--- config.mk ---
export PLATFORM = sky130hd
export DESIGN_NAME = run_length_encoder_radix_counts_flat
export DESIGN_NICKNAME = d
export VERILOG_FILES = /design/src/sv/rlerc_pkg.sv /design/src/sv/rlerc_if.sv /design/src/sv/rlerc_ctrl.sv /design/src/sv/rlerc_dp.sv /design/src/sv/run_length_encoder_radix_counts.sv /design/src/flat_wrapper.sv
export SDC_FILE = /design/constraint.sdc
export NUM_CORES = 1
export LEC_CHECK = 0
export BUFFER_PORTS_ARGS = -buffer_cell sky130_fd_sc_hd__buf_2
export CAP_MARGIN = 20
export CELL_PAD_IN_SITES_DETAIL_PLACEMENT = 0
export CELL_PAD_IN_SITES_GLOBAL_PLACEMENT = 1
export CORE_MARGIN = 5
export CORE_UTILIZATION = 45
export DETAILED_ROUTE_END_ITERATION = 7
export PLACE_DENSITY_LB_ADDON = 0.2
export SLEW_MARGIN = 15
export SYNTH_ARGS = -nofsm -noshare
export SYNTH_HDL_FRONTEND = slang
export SYNTH_SLANG_ARGS = --single-unit
--- constraint.sdc ---
create_clock -name clk_i -period 11.6 [get_ports clk_i]
set_clock_uncertainty 0.2 [all_clocks]
set_input_delay 2.32 -clock clk_i [delete_from_list [all_inputs] [get_ports clk_i]]
set_output_delay 2.32 -clock clk_i [all_outputs]
set_load 0.05 [all_outputs]
--- src/sv/rlerc_pkg.sv ---
// Shared types and constants for the run-length encoder with radix-coded counts.
// No dependencies; imported by the interfaces and by every module of the block.
package rlerc_pkg;

  // Field widths
  localparam int unsigned SampleW   = 32;
  localparam int unsigned ByteW     = 8;
  localparam int unsigned StatusW   = 2;
  localparam int unsigned TotalW    = 32;
  localparam int unsigned CfgIdxW   = 4;
  localparam int unsigned CfgDataW  = 32;

  // Default repeat counter width
  localparam int unsigned CountBitsDef = 32;

  // Quotient bits resolved per divider cycle
  localparam int unsigned DivBitsPerCycle = 4;

  // Largest legal data value, whatever max_value says
  localparam logic [ByteW-1:0] DataLimit = 8'd252;

  // Register reset values
  localparam logic [ByteW-1:0]    MaxValueRst    = 8'd252;
  localparam logic [CfgDataW-1:0] OutputLimitRst = 32'hFFFF_FFFF;

  // Register indexes
  localparam logic [CfgIdxW-1:0] RegMaxValue    = 4'd0;
  localparam logic [CfgIdxW-1:0] RegOutputLimit = 4'd1;

  // Status codes
  localparam logic [StatusW-1:0] StatusOk    = 2'd0;
  localparam logic [StatusW-1:0] StatusRange = 2'd1;
  localparam logic [StatusW-1:0] StatusFull  = 2'd2;

  // Controller states
  typedef enum logic [2:0] {
    ST_IDLE,
    ST_DECIDE,
    ST_FLUSH,
    ST_DIV,
    ST_DIGIT,
    ST_VALUE
  } ctrl_state_e;

  // Kind of result loaded into the output register
  typedef enum logic [2:0] {
    PUT_NONE,
    PUT_VALUE,
    PUT_DIGIT,
    PUT_RANGE,
    PUT_FULL
  } put_e;

  // Controller to datapath
  typedef struct packed {
    logic in_ready;
    logic load_item;
    logic inc_count;
    logic div_start;
    logic div_step;
    put_e put;
    logic put_last;
    logic put_eos;
    logic finish;
  } dp_cmd_t;

  // Datapath to controller
  typedef struct packed {
    logic in_valid;
    logic last;
    logic error_seen;
    logic run_open;
    logic oor;
    logic match;
    logic sat;
    logic count_zero;
    logic quot_zero;
    logic div_last;
    logic full;
    logic can_put;
  } dp_status_t;

endpackage

--- src/sv/rlerc_if.sv ---
// Handshake channel interfaces: sample requests in, code bytes out, register writes.
// Depends on rlerc_pkg for field widths.
interface rlerc_in_if;
  import rlerc_pkg::*;
  logic                      valid;
  logic                      ready;
  logic signed [SampleW-1:0] sample;
  logic                      last_sample;

  modport source (output valid, sample, last_sample, input ready);
  modport sink   (input valid, sample, last_sample, output ready);
endinterface

interface rlerc_out_if;
  import rlerc_pkg::*;
  logic               valid;
  logic               ready;
  logic [ByteW-1:0]   code_byte;
  logic [StatusW-1:0] status;
  logic               last_of_item;
  logic               end_of_stream;
  logic [TotalW-1:0]  bytes_total;

  modport source (output valid, code_byte, status, last_of_item, end_of_stream, bytes_total,
                  input ready);
  modport sink   (input valid, code_byte, status, last_of_item, end_of_stream, bytes_total,
                  output ready);
endinterface

interface rlerc_cfg_if;
  import rlerc_pkg::*;
  logic                valid;
  logic                ready;
  logic [CfgIdxW-1:0]  index;
  logic [CfgDataW-1:0] data;

  modport source (output valid, index, data, input ready);
  modport sink   (input valid, index, data, output ready);
endinterface

--- src/sv/rlerc_ctrl.sv ---
// Controller state machine of the run-length encoder.
// Depends on rlerc_pkg; drives the datapath through dp_cmd_t, reads dp_status_t.
module rlerc_ctrl (
  input  logic                  clk_i,
  input  logic                  rst_ni,
  input  rlerc_pkg::dp_status_t st_i,
  output rlerc_pkg::dp_cmd_t    cmd_o
);
  import rlerc_pkg::*;

  ctrl_state_e state_q, state_d;
  logic        val_pend_q, val_pend_d;
  logic        digit_final;

  // Final digit of a count that is not followed by a value byte
  assign digit_final = st_i.quot_zero && !val_pend_q;

  // State register
  always_ff @(posedge clk_i or negedge rst_ni) begin
    if (!rst_ni) begin
      state_q    <= ST_IDLE;
      val_pend_q <= 1'b0;
    end else begin
      state_q    <= state_d;
      val_pend_q <= val_pend_d;
    end
  end

  // Next state
  always_comb begin
    state_d    = state_q;
    val_pend_d = val_pend_q;
    case (state_q)
      ST_IDLE: begin
        val_pend_d = 1'b0;
        if (st_i.in_valid) state_d = ST_DECIDE;
      end
      ST_DECIDE: begin
        if (st_i.error_seen) begin
          state_d = ST_IDLE;
        end else if (st_i.oor) begin
          if (st_i.can_put) state_d = ST_IDLE;
        end else if (!st_i.run_open) begin
          state_d = ST_VALUE;
        end else if (st_i.match && !st_i.sat) begin
          state_d = st_i.last ? ST_FLUSH : ST_IDLE;
        end else begin
          // run ends or counter saturates: digits first, then the value byte
          val_pend_d = 1'b1;
          state_d    = ST_FLUSH;
        end
      end
      ST_FLUSH: begin
        if (!st_i.count_zero) state_d = ST_DIV;
        else if (val_pend_q)  state_d = ST_VALUE;
        else                  state_d = ST_IDLE;
      end
      ST_DIV: begin
        if (st_i.div_last) state_d = ST_DIGIT;
      end
      ST_DIGIT: begin
        if (st_i.can_put) begin
          if (st_i.full || digit_final) state_d = ST_IDLE;
          else                          state_d = ST_FLUSH;
        end
      end
      ST_VALUE: begin
        if (st_i.can_put) state_d = ST_IDLE;
      end
      default: state_d = ST_IDLE;
    endcase
  end

  // Datapath commands
  always_comb begin
    cmd_o = '0;
    cmd_o.put = PUT_NONE;
    case (state_q)
      ST_IDLE: begin
        cmd_o.in_ready  = 1'b1;
        cmd_o.load_item = st_i.in_valid;
      end
      ST_DECIDE: begin
        if (!st_i.error_seen) begin
          if (st_i.oor) begin
            if (st_i.can_put) begin
              cmd_o.put      = PUT_RANGE;
              cmd_o.put_last = 1'b1;
              cmd_o.put_eos  = 1'b1;
            end
          end else if (st_i.run_open && st_i.match && !st_i.sat) begin
            cmd_o.inc_count = 1'b1;
          end
        end
      end
      ST_FLUSH: begin
        cmd_o.div_start = !st_i.count_zero;
      end
      ST_DIV: begin
        cmd_o.div_step = 1'b1;
      end
      ST_DIGIT: begin
        if (st_i.can_put) begin
          if (st_i.full) begin
            cmd_o.put      = PUT_FULL;
            cmd_o.put_last = 1'b1;
            cmd_o.put_eos  = 1'b1;
          end else begin
            cmd_o.put      = PUT_DIGIT;
            cmd_o.put_last = digit_final;
            cmd_o.put_eos  = digit_final && st_i.last;
            cmd_o.finish   = digit_final && st_i.last;
          end
        end
      end
      ST_VALUE: begin
        if (st_i.can_put) begin
          if (st_i.full) begin
            cmd_o.put      = PUT_FULL;
            cmd_o.put_last = 1'b1;
            cmd_o.put_eos  = 1'b1;
          end else begin
            cmd_o.put      = PUT_VALUE;
            cmd_o.put_last = 1'b1;
            cmd_o.put_eos  = st_i.last;
            cmd_o.finish   = st_i.last;
          end
        end
      end
      default: ;
    endcase
  end

  // Results are only loaded when the output register can take them
  a_put_needs_room: assert property (@(posedge clk_i) disable iff (!rst_ni)
    (cmd_o.put != PUT_NONE) |-> st_i.can_put)
    else $error("result loaded into a full output register");

  // A digit is emitted only after a division pass
  a_digit_after_div: assert property (@(posedge clk_i) disable iff (!rst_ni)
    (state_q == ST_DIGIT && $past(state_q) != ST_DIGIT) |-> $past(state_q) == ST_DIV)
    else $error("digit state entered without division");

  // Pending value flag belongs to the current request only
  a_pend_clear: assert property (@(posedge clk_i) disable iff (!rst_ni)
    (state_q == ST_DECIDE) |-> !val_pend_q)
    else $error("stale pending value flag");

endmodule

--- src/sv/rlerc_dp.sv ---
// Datapath: config registers, run state, shared radix divider and output register.
// Depends on rlerc_pkg and the rlerc_*_if interfaces; steered by rlerc_ctrl.
module rlerc_dp #(
  parameter int unsigned COUNT_BITS = rlerc_pkg::CountBitsDef
) (
  input  logic                  clk_i,
  input  logic                  rst_ni,
  rlerc_in_if.sink              in_i,
  rlerc_out_if.source           out_o,
  rlerc_cfg_if.sink             cfg_i,
  input  rlerc_pkg::dp_cmd_t    cmd_i,
  output rlerc_pkg::dp_status_t st_o
);
  import rlerc_pkg::*;

  localparam int unsigned DivSteps = (COUNT_BITS + DivBitsPerCycle - 1) / DivBitsPerCycle;
  localparam int unsigned DivW     = DivSteps * DivBitsPerCycle;
  localparam int unsigned StepW    = (DivSteps > 1) ? $clog2(DivSteps) : 1;

  // Config registers
  logic [ByteW-1:0]    max_value_q;
  logic [CfgDataW-1:0] output_limit_q;

  // Current request
  logic signed [SampleW-1:0] sample_q;
  logic                      last_q;

  // Run state
  logic [ByteW-1:0]      run_value_q;
  logic [COUNT_BITS-1:0] count_q;
  logic                  run_open_q;
  logic [TotalW-1:0]     bytes_q;
  logic                  error_q;

  // Divider
  logic [DivW-1:0]  quo_q, quo_nx;
  logic [ByteW-1:0] rem_q, rem_nx;
  logic [ByteW:0]   part;
  logic [StepW-1:0] step_q;

  // Output register
  logic               out_valid_q;
  logic [ByteW-1:0]   code_q;
  logic [StatusW-1:0] status_q;
  logic               last_of_item_q;
  logic               eos_q;
  logic [TotalW-1:0]  total_q;

  logic [ByteW-1:0] m_eff;
  logic [ByteW-1:0] radix;
  logic [ByteW-1:0] digit_code;
  logic             can_put;
  logic             put_byte;

  // Effective max value and count radix (at least 3)
  assign m_eff      = (max_value_q > DataLimit) ? DataLimit : max_value_q;
  assign radix      = 8'd255 - m_eff;
  assign digit_code = rem_q + m_eff + 8'd1;
  assign can_put    = !out_valid_q || out_o.ready;
  assign put_byte   = (cmd_i.put == PUT_VALUE) || (cmd_i.put == PUT_DIGIT);

  // Status to the controller
  always_comb begin
    st_o.in_valid   = in_i.valid;
    st_o.last       = last_q;
    st_o.error_seen = error_q;
    st_o.run_open   = run_open_q;
    st_o.oor        = $unsigned(sample_q) > {{(SampleW-ByteW){1'b0}}, m_eff};
    st_o.match      = sample_q[ByteW-1:0] == run_value_q;
    st_o.sat        = &count_q;
    st_o.count_zero = count_q == '0;
    st_o.quot_zero  = quo_q == '0;
    st_o.div_last   = step_q == StepW'(DivSteps - 1);
    st_o.full       = bytes_q == output_limit_q;
    st_o.can_put    = can_put;
  end

  assign in_i.ready  = cmd_i.in_ready;
  assign cfg_i.ready = 1'b1;

  // Register writes
  always_ff @(posedge clk_i or negedge rst_ni) begin
    if (!rst_ni) begin
      max_value_q    <= MaxValueRst;
      output_limit_q <= OutputLimitRst;
    end else if (cfg_i.valid) begin
      case (cfg_i.index)
        RegMaxValue:    max_value_q    <= cfg_i.data[ByteW-1:0];
        RegOutputLimit: output_limit_q <= cfg_i.data;
        default: ;
      endcase
    end
  end

  // Request capture
  always_ff @(posedge clk_i) begin
    if (cmd_i.load_item) begin
      sample_q <= in_i.sample;
      last_q   <= in_i.last_sample;
    end
  end

  // Run state
  always_ff @(posedge clk_i or negedge rst_ni) begin
    if (!rst_ni) begin
      run_value_q <= '0;
      count_q     <= '0;
      run_open_q  <= 1'b0;
      bytes_q     <= '0;
      error_q     <= 1'b0;
    end else begin
      if (cmd_i.put == PUT_RANGE || cmd_i.put == PUT_FULL) error_q <= 1'b1;
      if (cmd_i.put == PUT_VALUE) begin
        run_value_q <= sample_q[ByteW-1:0];
        run_open_q  <= 1'b1;
      end
      if (cmd_i.inc_count) count_q <= count_q + 1'b1;
      if (cmd_i.put == PUT_DIGIT) count_q <= quo_q[COUNT_BITS-1:0];
      if (cmd_i.put == PUT_VALUE) count_q <= '0;
      if (put_byte) bytes_q <= bytes_q + 1'b1;
      // end of stream: next sample opens a new one
      if (cmd_i.finish) begin
        run_open_q <= 1'b0;
        count_q    <= '0;
        bytes_q    <= '0;
      end
    end
  end

  // Divider step: DivBitsPerCycle restoring steps on a narrow remainder
  always_comb begin
    quo_nx = quo_q;
    rem_nx = rem_q;
    part   = '0;
    for (int i = 0; i < DivBitsPerCycle; i++) begin
      part   = {rem_nx, quo_nx[DivW-1]};
      quo_nx = {quo_nx[DivW-2:0], 1'b0};
      if (part >= {1'b0, radix}) begin
        rem_nx    = ByteW'(part - {1'b0, radix});
        quo_nx[0] = 1'b1;
      end else begin
        rem_nx = part[ByteW-1:0];
      end
    end
  end

  always_ff @(posedge clk_i) begin
    if (cmd_i.div_start) begin
      quo_q <= DivW'(count_q);
      rem_q <= '0;
    end else if (cmd_i.div_step) begin
      quo_q <= quo_nx;
      rem_q <= rem_nx;
    end
  end

  always_ff @(posedge clk_i or negedge rst_ni) begin
    if (!rst_ni) begin
      step_q <= '0;
    end else if (cmd_i.div_start) begin
      step_q <= '0;
    end else if (cmd_i.div_step) begin
      step_q <= step_q + 1'b1;
    end
  end

  // Output register
  always_ff @(posedge clk_i or negedge rst_ni) begin
    if (!rst_ni) begin
      out_valid_q <= 1'b0;
    end else if (cmd_i.put != PUT_NONE) begin
      out_valid_q <= 1'b1;
    end else if (out_o.ready) begin
      out_valid_q <= 1'b0;
    end
  end

  always_ff @(posedge clk_i) begin
    if (cmd_i.put != PUT_NONE) begin
      last_of_item_q <= cmd_i.put_last;
      eos_q          <= cmd_i.put_eos;
      case (cmd_i.put)
        PUT_VALUE: begin
          code_q   <= sample_q[ByteW-1:0];
          status_q <= StatusOk;
          total_q  <= bytes_q + 1'b1;
        end
        PUT_DIGIT: begin
          code_q   <= digit_code;
          status_q <= StatusOk;
          total_q  <= bytes_q + 1'b1;
        end
        PUT_RANGE: begin
          code_q   <= '0;
          status_q <= StatusRange;
          total_q  <= bytes_q;
        end
        default: begin
          code_q   <= '0;
          status_q <= StatusFull;
          total_q  <= bytes_q;
        end
      endcase
    end
  end

  assign out_o.valid         = out_valid_q;
  assign out_o.code_byte     = code_q;
  assign out_o.status        = status_q;
  assign out_o.last_of_item  = last_of_item_q;
  assign out_o.end_of_stream = eos_q;
  assign out_o.bytes_total   = total_q;

  // A completed stream restarts its byte count
  a_stream_restart: assert property (@(posedge clk_i) disable iff (!rst_ni)
    (put_byte && cmd_i.finish) |=> (bytes_q == '0 && !run_open_q))
    else $error("stream end did not clear byte count");

  // An aborted stream stays aborted until reset
  a_error_sticky: assert property (@(posedge clk_i) disable iff (!rst_ni)
    error_q |=> error_q)
    else $error("abort flag cleared");

  // Digit bytes stay above the value range
  a_digit_range: assert property (@(posedge clk_i) disable iff (!rst_ni)
    (cmd_i.put == PUT_DIGIT) |-> (digit_code > m_eff))
    else $error("digit byte inside value range");

endmodule

--- src/sv/run_length_encoder_radix_counts.sv ---
// Top level of the run-length encoder with radix-coded repeat counts.
// Depends on rlerc_pkg, rlerc_if.sv, rlerc_ctrl and rlerc_dp.
//
//   Port    Dir   Carries                               Request taken when
//   in_i    in    sample, last_sample                   in_i.valid && in_i.ready
//   out_o   out   code_byte, status, last_of_item,      out_o.valid && out_o.ready
//                 end_of_stream, bytes_total
//   cfg_i   in    index, data (0 max_value,             cfg_i.valid && cfg_i.ready
//                 1 output_limit)
//
// A repeat of the open run or an out-of-range sample passes IDLE and DECIDE; a first sample
// also passes VALUE. Each repeat-count digit passes FLUSH, DIV and DIGIT: the shared divider
// resolves 4 quotient bits a cycle; a value byte after digits passes FLUSH and VALUE. One
// request is worked at a time; in_i.ready is high only between requests. Output stalls hold
// the controller only when a new result meets a full output register. Reset clears control,
// config, run and output-valid state at once; no clearing pass. cfg_i.ready is always 1.
module run_length_encoder_radix_counts #(
  parameter int unsigned COUNT_BITS = rlerc_pkg::CountBitsDef
) (
  input  logic        clk_i,
  input  logic        rst_ni,
  rlerc_in_if.sink    in_i,
  rlerc_out_if.source out_o,
  rlerc_cfg_if.sink   cfg_i
);
  import rlerc_pkg::*;

  dp_cmd_t    cmd;
  dp_status_t st;

  rlerc_ctrl u_ctrl (
    .clk_i  (clk_i),
    .rst_ni (rst_ni),
    .st_i   (st),
    .cmd_o  (cmd)
  );

  rlerc_dp #(
    .COUNT_BITS (COUNT_BITS)
  ) u_dp (
    .clk_i  (clk_i),
    .rst_ni (rst_ni),
    .in_i   (in_i),
    .out_o  (out_o),
    .cfg_i  (cfg_i),
    .cmd_i  (cmd),
    .st_o   (st)
  );

endmodule
--- src/flat_wrapper.sv ---
// flat-port wrapper written by rule: the top's interface ports become plain ports
module run_length_encoder_radix_counts_flat import rlerc_pkg::*;
#(
  parameter int unsigned COUNT_BITS = rlerc_pkg::CountBitsDef
)
  (clk_i, rst_ni, in_i_valid, in_i_sample, in_i_last_sample, in_i_ready, out_o_valid, out_o_code_byte, out_o_status, out_o_last_of_item, out_o_end_of_stream, out_o_bytes_total, out_o_ready, cfg_i_valid, cfg_i_index, cfg_i_data, cfg_i_ready);
  rlerc_in_if in_i_i ();
  rlerc_out_if out_o_i ();
  rlerc_cfg_if cfg_i_i ();
  input  logic clk_i;
  input  logic rst_ni;
  input wire logic [$bits(in_i_i.valid)-1:0] in_i_valid;
  input wire logic [$bits(in_i_i.sample)-1:0] in_i_sample;
  input wire logic [$bits(in_i_i.last_sample)-1:0] in_i_last_sample;
  output wire logic [$bits(in_i_i.ready)-1:0] in_i_ready;
  output wire logic [$bits(out_o_i.valid)-1:0] out_o_valid;
  output wire logic [$bits(out_o_i.code_byte)-1:0] out_o_code_byte;
  output wire logic [$bits(out_o_i.status)-1:0] out_o_status;
  output wire logic [$bits(out_o_i.last_of_item)-1:0] out_o_last_of_item;
  output wire logic [$bits(out_o_i.end_of_stream)-1:0] out_o_end_of_stream;
  output wire logic [$bits(out_o_i.bytes_total)-1:0] out_o_bytes_total;
  input wire logic [$bits(out_o_i.ready)-1:0] out_o_ready;
  input wire logic [$bits(cfg_i_i.valid)-1:0] cfg_i_valid;
  input wire logic [$bits(cfg_i_i.index)-1:0] cfg_i_index;
  input wire logic [$bits(cfg_i_i.data)-1:0] cfg_i_data;
  output wire logic [$bits(cfg_i_i.ready)-1:0] cfg_i_ready;
  assign in_i_i.valid = in_i_valid;
  assign in_i_i.sample = in_i_sample;
  assign in_i_i.last_sample = in_i_last_sample;
  assign in_i_ready = in_i_i.ready;
  assign out_o_valid = out_o_i.valid;
  assign out_o_code_byte = out_o_i.code_byte;
  assign out_o_status = out_o_i.status;
  assign out_o_last_of_item = out_o_i.last_of_item;
  assign out_o_end_of_stream = out_o_i.end_of_stream;
  assign out_o_bytes_total = out_o_i.bytes_total;
  assign out_o_i.ready = out_o_ready;
  assign cfg_i_i.valid = cfg_i_valid;
  assign cfg_i_i.index = cfg_i_index;
  assign cfg_i_i.data = cfg_i_data;
  assign cfg_i_ready = cfg_i_i.ready;
  run_length_encoder_radix_counts #(.COUNT_BITS(COUNT_BITS)) u_core (.clk_i(clk_i), .rst_ni(rst_ni), .in_i(in_i_i), .out_o(out_o_i), .cfg_i(cfg_i_i));
endmodule
==> Word level (Yosys, flattened, before mapping) <==
Index checks and enable logic that the tools add are counted.
{ "word_totals": {"reg_bits": 239, "out_inout_bits": 47, "word_cells": 148} }
{ "op_classes": {"add_sub_neg": 10, "order_cmp": 6, "eq_ne": 20, "mux": 62, "reduce_logical": 30} }
{ "op_table": {"columns": ["op", "count"], "rows": [
  ["two-way mux 32 bit", 9],
  ["adder 32 x 1 -> 32 bit (second input constant)", 2],
  ["zero test 32 bit", 2],
  ["two-way mux 8 bit", 5],
  [">= comparator 9 x 8 -> 1 bit", 4],
  ["two-way mux 3 bit", 11],
  ["equality test 32 bit", 1],
  ["> comparator 32 x 8 -> 1 bit", 1],
  ["AND reduction 32 bit", 1],
  ["subtractor 8 bit", 4],
  ["two-way mux 1 bit", 20],
  ["case mux 3 bit (6 select lines)", 1],
  ["case mux 8 bit (2 select lines)", 1],
  ["case mux 5 bit (3 select lines)", 1],
  ["equality test 3 x 2 -> 1 bit (second input constant)", 4],
  ["equality test 3 bit (second input constant)", 4],
  ["two-way mux 4 bit", 3],
  ["two-way mux 6 bit", 2],
  ["inequality test 2 bit (second input constant)", 6],
  ["two-way mux 5 bit", 2],
  ["nonzero test 2 bit", 5],
  ["adder 8 x 1 -> 8 bit (second input constant)", 1],
  ["adder 8 bit", 1],
  ["equality test 8 bit", 1],
  ["20 further kinds", 36]
]} }

==> Depth between registers and ports, before layout <==
Gate-level depths: netlist of the first run.
{ "logic_depth": {"word_depth": 13, "mapped_depth": 38, "mapped_depth_nobuf": 34} }

==> Hierarchy <==
A second synthesis of the first run with hierarchy kept.
{ "unflattened": {"hier_cells": 1123, "area_unflattened_um2": 12772.2} }
{ "modules_own_cells": {"columns": ["module", "n_inst", "cells_per_inst", "area_each_um2", "seq_area_each_um2"], "rows": [
  ["rlerc_dp", 1, 1065, 12366.9, 6433.7],
  ["rlerc_ctrl", 1, 58, 405.4, 100.1]
]} }

==> Worst setup path before layout of the first run <==
No wires, ideal clock.
{ "synth_path": {"path_type": "flip-flop to flip-flop", "from": "register u_core.u_dp.max_value_q[3]", "to": "register u_core.u_dp.quo_q[0] (data pin)", "setup_ps": 260, "t_arrival_ps": 7803, "path_slack_ps": 3337, "stages_incl_launch_ff": 37, "n_path_buf": 4, "synth_period_minus_slack_ps": 8263, "path_cell_list": "dfstp_2 -> nand4_1 -> or3_1 -> nand2_1 -> inv_1 -> ha_1 -> nand4_1 -> o21bai_1 -> a31oi_1 -> and2_2 -> clkbuf_1 -> mux2_2 -> ha_1 -> and3_1 -> a41o_1 -> a31oi_1 -> and3_1 -> buf_6 -> mux2i_1 -> ha_1 -> nor2b_1 -> o211ai_1 -> a311oi_1 -> o221ai_1 -> and3_1 -> clkbuf_8 -> mux2_2 -> inv_1 -> ha_1 -> a21o_1 -> nand3_1 -> a21boi_0 -> o41ai_1 -> a21oi_1 -> a211o_1 -> buf_6 -> mux2_2"} }
{ "synth_between": {"elab_chain_cells": 13} }
{ "synth_rtl": {"columns": ["element", "line", "source"], "rows": [
  ["start, declared", "rlerc_dp.sv:21", "logic [ByteW-1:0] max_value_q;"],
  ["start signal, assigned", "rlerc_dp.sv:84", "max_value_q <= MaxValueRst;"],
  ["start signal, assigned", "rlerc_dp.sv:88", "RegMaxValue: max_value_q <= cfg_i.data[ByteW-1:0];"],
  ["> comparator 8 bit", "rlerc_dp.sv:56", "assign m_eff = (max_value_q > DataLimit) ? DataLimit : max_value_q;"],
  ["two-way mux 8 bit *", "rlerc_dp.sv:56", null],
  ["subtractor 8 bit *", "rlerc_dp.sv:57", "assign radix = 8'd255 - m_eff;"],
  ["subtractor 8 bit or >= comparator 9 x 8 -> 1 bit (tied branches)", "rlerc_dp.sv:139, rlerc_dp.sv:138", null],
  ["two-way mux 8 bit", "rlerc_dp.sv:138", "if (part >= {1'b0, radix}) begin"],
  ["subtractor 8 bit or >= comparator 9 x 8 -> 1 bit (tied branches)", "rlerc_dp.sv:139, rlerc_dp.sv:138", null],
  ["two-way mux 8 bit", "rlerc_dp.sv:138", null],
  ["subtractor 8 bit or >= comparator 9 x 8 -> 1 bit (tied branches)", "rlerc_dp.sv:139, rlerc_dp.sv:138", null],
  ["two-way mux 8 bit", "rlerc_dp.sv:138", null],
  [">= comparator 9 x 8 -> 1 bit *", "rlerc_dp.sv:138", null],
  ["two-way mux 1 bit *", "rlerc_dp.sv:138", null],
  ["two-way mux 32 bit *", "rlerc_dp.sv:151", "end else if (cmd_i.div_step) begin"],
  ["two-way mux 32 bit *", "rlerc_dp.sv:148", "if (cmd_i.div_start) begin"],
  ["end signal, assigned", "rlerc_dp.sv:149", "quo_q <= DivW'(count_q);"],
  ["end signal, assigned", "rlerc_dp.sv:152", "quo_q <= quo_nx;"],
  ["end, declared", "rlerc_dp.sv:36", "logic [DivW-1:0] quo_q, quo_nx;"]
]} }
Mark *: on every way between the ends. The rest lies on a longest branch, timed or not. The select of a mux whose other input is x is not followed.
A chain may end at the register's enable or synchronous reset.

==> Worst setup path in the final report of the first run <==
{ "layout_path": {"from": "register u_core.u_dp.max_value_q[5]", "to": "register u_core.u_dp.quo_q[0] (data pin)"} }
The elaborated chain is that of the path after synthesis.

==> results of run 1 <==
## power breakdown
| group | internal (mW) | total (mW) | switching (mW) |
|---|---|---|---|
| registers | 0.989 | 1.05 | 0.0619 |
| clock network | 0.515 | 0.847 | 0.332 |
| logic | 0.168 | 0.421 | 0.253 |
| total | 1.67 | 2.32 | 0.647 |
## cell families (layout without fill, tap and decap cells)
kind of cell	count (synthesis)	count (layout)	synth area share
AOI/OAI and AO/OA	189	189	0.1043
other	1	1	0.0002925
adders and majority gates	57	57	0.05855
DFF	239	239	0.5096
buffers and inverters	90	226	0.02879
and+or+nand+nor	347	347	0.1450
muxes	98	98	0.08587
xor gates and xnor gates	99	99	0.06762
## metrics by stage
step | instances | hold slack [ps]
floorplan | 1120 | 241.0
global placement | 1582 | 276.8
detailed placement | 1582 | 285.4
CTS | 1632 | 305.6
global route | 1634 | 321.3
finish | 1634 | 302.7
## cells in the final DEF (no fill, tap or decap), drive strengths merged, types with 19 or more instances in the layout
cell    count
nor4       33
nor2       56
buf       131
edfxtp    109
nor3       19
mux2       87
a21oi      28
clkbuf     39
dfstp      38
nand4      23
nand2      57
o21ai      59
xor2       28
a221o      26
nand3      36
xnor2      71
ha         52
and2       41
dfrtp      84
and3       37
inv        46
## flip-flops by register name (all words and copies together) (netlist names)
register / cells
u_core.u_dp.out_o.last_of_item: 1
u_core.u_dp.max_value_q: 8
u_core.u_ctrl.state_q: 3
u_core.u_ctrl.val_pend_q: 1
u_core.u_dp.run_open_q: 1
u_core.u_dp.out_o.code_byte: 8
u_core.u_dp.out_o.end_of_stream: 1
u_core.u_dp.sample_q: 32
u_core.u_dp.rem_q: 8
u_core.u_dp.output_limit_q: 32
u_core.u_dp.out_o.valid: 1
u_core.u_dp.error_q: 1
u_core.u_dp.step_q: 3
u_core.u_dp.bytes_q: 32
u_core.u_dp.run_value_q: 8
u_core.u_dp.last_q: 1
u_core.u_dp.out_o.status: 2
u_core.u_dp.out_o.bytes_total: 32
u_core.u_dp.quo_q: 32
u_core.u_dp.count_q: 32
## worst max-delay path, delay by kind of cell (launching register included)
family                     cells  cell delay [ps]
buffers and inverters          2              370
adders and majority gates      4             1240
muxes                          4             1530
DFF                            1              660
and+or+nand+nor               10             2510
AOI/OAI and AO/OA             12             2800
## final cells by class
cell class | count | area share
Tap cell | 378 | 0.03212
Clock inverter | 11 | 0.009177
Inverter | 45 | 0.01147
Clock buffer | 39 | 0.05099
Multi-Input combinational cell | 791 | 0.4036
Timing Repair Buffer | 131 | 0.04895
Sequential cell | 239 | 0.4437
## metal layers
metal	wire, um	GRT usage	up-vias
met3	1298	0.02256	37
met1	14820	0.2830	4373
met4	586	0.04541	0
met5	0	0	-
li1	-	-	4396
met2	14750	0.3246	177
## worst paths after layout
kind	startpoint	to
worst min-delay path	u_core.u_dp.error_q$_DFFE_PN0P_	u_core.u_dp.error_q$_DFFE_PN0P_
worst max-delay path	u_core.u_dp.max_value_q[5]$_DFFE_PN1P_	u_core.u_dp.quo_q[0]$_DFFE_PP_
min in group asynchronous	rst_ni	u_core.u_dp.bytes_q[5]$_DFFE_PN0P_
worst max register to register	u_core.u_dp.max_value_q[5]$_DFFE_PN1P_	u_core.u_dp.quo_q[0]$_DFFE_PP_
max in group asynchronous	rst_ni	u_core.u_dp.max_value_q[6]$_DFFE_PN1P_
worst min register to register	u_core.u_dp.error_q$_DFFE_PN0P_	u_core.u_dp.error_q$_DFFE_PN0P_
==> impl_metrics.toml, run 1 <==
[detailed_routing]
firstDrtPassIters = 5
post_drt_wl_per_cell_um = 19.25
ant_nets = 0
drt_iter0_markers = 567
viasPerCell = 5.498
drcViolationCount = 0
wl_mm = 31.45
vias = 8983

[floorplanning]
start_util = 0.4590
fp.dieW_um = 178.8
io_pins = 121
core_um2 = 27930
rows = 61
die_y_um = 178.8
die-area_um2 = 31970

[worst_setup_path]
cpMostUsedCell = "ha_1"
cp_max_fo = 9
required_ps = 11670
rrSetupSlack_ps = 2030
cp_slowest_cell = "dfstp_2"
endpoint_kind = "register"
max_stage_delay_ps = 660
criticalPathCategory = "register to register"
worstPathArrival_ps = 9640
cp-start-kind = "register"
reg2reg_depth = 32

[sta]
slew_viol_final = 0
finalCriticalPeriod_ps = 9570
post-route-period-util = 0.8250
slew_headroom = 0.4345
finalSetupViolCount = 0
fin_tns_setup_ps = 0
max_freq_mhz = 104.5
hold_viol = 0
setup_ws_ps = 2030
rsz0062_at_grt = "false"
worst_slew_pin_slew_ps = 836.5

[global_route]
grt_max_degree = 76
antenna_found_initial = 0
grt_pass1_wl_mm = 50.20
grt_overflow = 0
grt_pass1_vias = 9013
grt.total_usage = 0.1978

[logic_synthesis]
synth-edff-count = 109
synth_most_common_cell = "edfxtp_1"
synth_area_leaders = "edfxtp_1, dfrtp_1, dfstp_2"
syn_nets = 1251
synth-seq-cells = 239
yosysWarningCount = 0
synth_top_flop_cell = "edfxtp_1"
yosys.cell_types.count = 74
ys_seq_area_frac = 0.5096
ys_async_sr_fraction = 0.5105
synth_cells = 1120
synth_common_cells = "edfxtp_1, dfrtp_1, mux2_2, xnor2_1, nand2_1"
syn_area_um2 = 12820
synth_area_leader_cell = "edfxtp_1"
avgSynthCellArea_um2 = 11.45
yosys.area.top_type_share = 0.2553

[clocking]
clk_path_buf_depth = 3
cts_resized = 0
cts_tree = "yes"
root_buffer = "clkbuf_16"
cts_buffers = 27
htree_levels = 1
clk_latency_ps = 530
cts_sinks = 239
cts_setup_buffers = 0
clk_pin_slew_ps = 60
hold_buffers = 0

[place]
dp_slack_ps = 2039
dpl-instance-area_um2 = 13790
portBuffers = 119
dpl.hpwl_mm = 22.74
routabilityCongestion = 0.8907

[pwr]
p_per_area_nw_per_um2 = 157.5
total_power_mw = 2.319
p_leak_nw = 6.186
ir_drop_v = 0.00008850

[finish]
diodes = 0
seq_area_um2 = 6534
fin_area_um2 = 14720
drive_gt1_frac = 0.2508
nFillCells = 2471
nets = 1366
syn_to_final_growth_pct = 14.83
multi_input_area_um2 = 5942
fin_util = 0.5271

[run_status]
status = "completed"

[min_path]
hp-class = "register to register"
hold_depth = 2

[job]
max-cap-violations = 0
No activity file was read; power rests on OpenSTA's default activity.
==> run 2: changes to the inputs <==
--- a/config.mk
+++ b/config.mk
@@ -5,12 +5,13 @@
 export SDC_FILE = /design/constraint.sdc
 export NUM_CORES = 1
 export LEC_CHECK = 0
+export ABC_AREA = 1
 export BUFFER_PORTS_ARGS = -buffer_cell sky130_fd_sc_hd__buf_2
 export CAP_MARGIN = 20
 export CELL_PAD_IN_SITES_DETAIL_PLACEMENT = 0
 export CELL_PAD_IN_SITES_GLOBAL_PLACEMENT = 1
 export CORE_MARGIN = 5
-export CORE_UTILIZATION = 45
+export CORE_UTILIZATION = 41
 export DETAILED_ROUTE_END_ITERATION = 7
 export PLACE_DENSITY_LB_ADDON = 0.2
 export SLEW_MARGIN = 15
==> constraint.sdc (replaced) <==
create_clock -name clk_i -period 8.3 [get_ports clk_i]
set_clock_uncertainty 0.2 [all_clocks]
set_input_delay 1.66 -clock clk_i [delete_from_list [all_inputs] [get_ports clk_i]]
set_output_delay 1.66 -clock clk_i [all_outputs]
set_load 0.05 [all_outputs]
==> impl_metrics.toml, run 2 <==
[finish]
nFillCells = 3422
final_common_cell = "nand2_1"
diodes = 0
final_cell_mix = "nand2_1, inv_1, buf_2"
final_cells = 2284
fin_area_um2 = 16150
nets = 1938
drive_gt1_frac = 0.1558
multi_input_area_um2 = 6708
syn_to_final_growth_pct = 13.84
seq_area_um2 = 6534

[sta]
finalCriticalPeriod_ps = 7576
post-route-period-util = 0.9128
slew_viol_final = 0
worst_slew_pin_slew_ps = 999.4
max_freq_mhz = 132.0
slew_headroom = 0.3313
hold_viol = 0
holdWs_ps = 293.2
finalSetupViolCount = 0
rsz0062_at_grt = "false"
fin_tns_setup_ps = 0

[pwr]
seq_power_share = 0.457
power_frac_clock = 0.408
power.net_switching_mw = 0.8058
p_leak_nw = 7.439
ir_drop_v = 0.0001366
p_int_mw = 2.260
total_power_mw = 3.066
p_per_area_nw_per_um2 = 189.8
netSwitchingFraction = 0.2628
comb_power_share = 0.135

[logic_synthesis]
synth_common_cells = "nand2_1, inv_1, nand3_1, edfxtp_1, nor2_1"
yosys.cell_types.count = 52
ys_async_sr_fraction = 0.5105
synth-edff-count = 109
avgSynthCellArea_um2 = 8.322
synth_area_leader_cell = "edfxtp_1"
synth_top_flop_cell = "edfxtp_1"
ys_seq_area_frac = 0.4605
yosys.area.top_type_share = 0.2307
synth_most_common_cell = "nand2_1"
syn_nets = 1836
synth-seq-cells = 239
syn_area_um2 = 14190
yosysWarningCount = 0
synth_cells = 1705
synth_area_leaders = "edfxtp_1, dfrtp_1, nand2_1"

[clocking]
clk_latency_ps = 540
root_buffer = "clkbuf_16"
cts_setup_buffers = 0
hold_buffers = 0
cts_buffers = 29
cts_tree = "yes"
clk_pin_slew_ps = 60
cts_sinks = 239
htree_levels = 1
clk_path_buf_depth = 3

[floorplanning]
core_um2 = 34370
die-area_um2 = 38430
die_y_um = 196.0
io_pins = 121
rows = 68
fp.dieW_um = 196.0
start_util = 0.4128

[worst_setup_path]
cpMostUsedCell = "nand2_1"
cp-start-kind = "register"
required_ps = 8370
cp_slowest_cell = "dfstp_2"
reg2reg_depth = 45
max_stage_delay_ps = 530
endpoint_kind = "register"
worstPathArrival_ps = 7640
cp_max_fo = 16
criticalPathCategory = "register to register"

[detailed_routing]
post_drt_wl_per_cell_um = 17.97
ant_nets = 0
viasPerCell = 5.169
vias = 11810
wl_met2_mm = 19.25
wl_met3_mm = 1.628
firstDrtPassIters = 5
drcViolationCount = 0
highest_layer = "met4"
drt_iter0_markers = 830
wl_mm = 41.04
wl_met1_mm = 19.15

[place]
dpl.hpwl_mm = 30.43
routabilityCongestion = 0.9513
dpl-instance-area_um2 = 15160
place_inst = 2230
portBuffers = 119

[global_route]
grt_pass1_vias = 11490
grt.total_usage = 0.2088
grt_pass1_wl_mm = 64.48
grt_max_degree = 77
antenna_found_initial = 0
grt_overflow = 0

[job]
max-cap-violations = 0

[run_status]
status = "completed"

[min_path]
hp-class = "register to register"
hold_depth = 2
run 2: metrics by stage:
step	setup slack, ps	utilization
2_1_floorplan	1077	-
3_3_place_gp	454.7	0.4411
3_5_place_dp	317.4	0.4411
4_1_cts	269.2	0.4688
5_1_grt	22.22	0.4699
6_report	723.8	0.4699
run 2: area by class of cell:
class	count	share of cell area
multi-input combinational	1231	0.4153
sequential	239	0.4045
clock buffer	41	0.05291
timing repair buffer	138	0.04687
inverter	168	0.03904
tap	455	0.03525
clock inverter	12	0.006120
run 2: cell families after synthesis:
kind of cell | synth area share
AO/OA/AOI/OAI | 0.06640
XOR/XNOR | 0.06420
adder cells (fa/ha/maj) | 0.05291
buffers and inverters | 0.06861
flip-flops | 0.4605
multiplexers | 0.01746
other | 0.0002643
AND/OR/NAND/NOR | 0.2697
run 2: repair_timing:
action                                 CTS  global route
setup endpoints to repair                0             9
endpoints found under the hold margin    0             0
resized for setup                        0             7
run 2: layer usage:
metal  up-vias  track usage
met5         -            0
met4         0      0.05301
met3        57      0.02559
met2       253       0.3444
met1      5618       0.2939
li1       5877            -
run 2: worst paths after layout:
kind                                                       startpoint                                    endpoint  slack [ps]
setup / recovery               u_core.u_dp.max_value_q[2]$_DFFE_PN1P_              u_core.u_dp.quo_q[0]$_DFFE_PP_         720
hold / removal             u_core.u_dp.output_limit_q[16]$_DFFE_PN1P_  u_core.u_dp.output_limit_q[16]$_DFFE_PN1P_         290
setup reg to reg               u_core.u_dp.max_value_q[2]$_DFFE_PN1P_              u_core.u_dp.quo_q[0]$_DFFE_PP_         720
hold reg to reg            u_core.u_dp.output_limit_q[16]$_DFFE_PN1P_  u_core.u_dp.output_limit_q[16]$_DFFE_PN1P_         290
max in group asynchronous                                      rst_ni      u_core.u_dp.run_value_q[7]$_DFFE_PN0P_        5730
min in group asynchronous                                      rst_ni          u_core.u_dp.bytes_q[9]$_DFFE_PN0P_        1000
run 2: power groups by stage:
stage	Clock, mW	Sequential (mW)	Combinational [mW]
floorplan	0	1.41	0.274
detailed placement	0	1.42	0.413
finish	1.25	1.40	0.414
global route	1.33	1.41	0.460
global placement	0	1.42	0.411
CTS	1.28	1.40	0.417
run 2: critical path, delay by kind of cell, from the launching register on:
family | cells | cell delay [ps]
AND/OR/NAND/NOR | 23 | 3020
adder cells (fa/ha/maj) | 4 | 1290
AO/OA/AOI/OAI | 10 | 1680
buffers and inverters | 8 | 590
flip-flops | 1 | 530
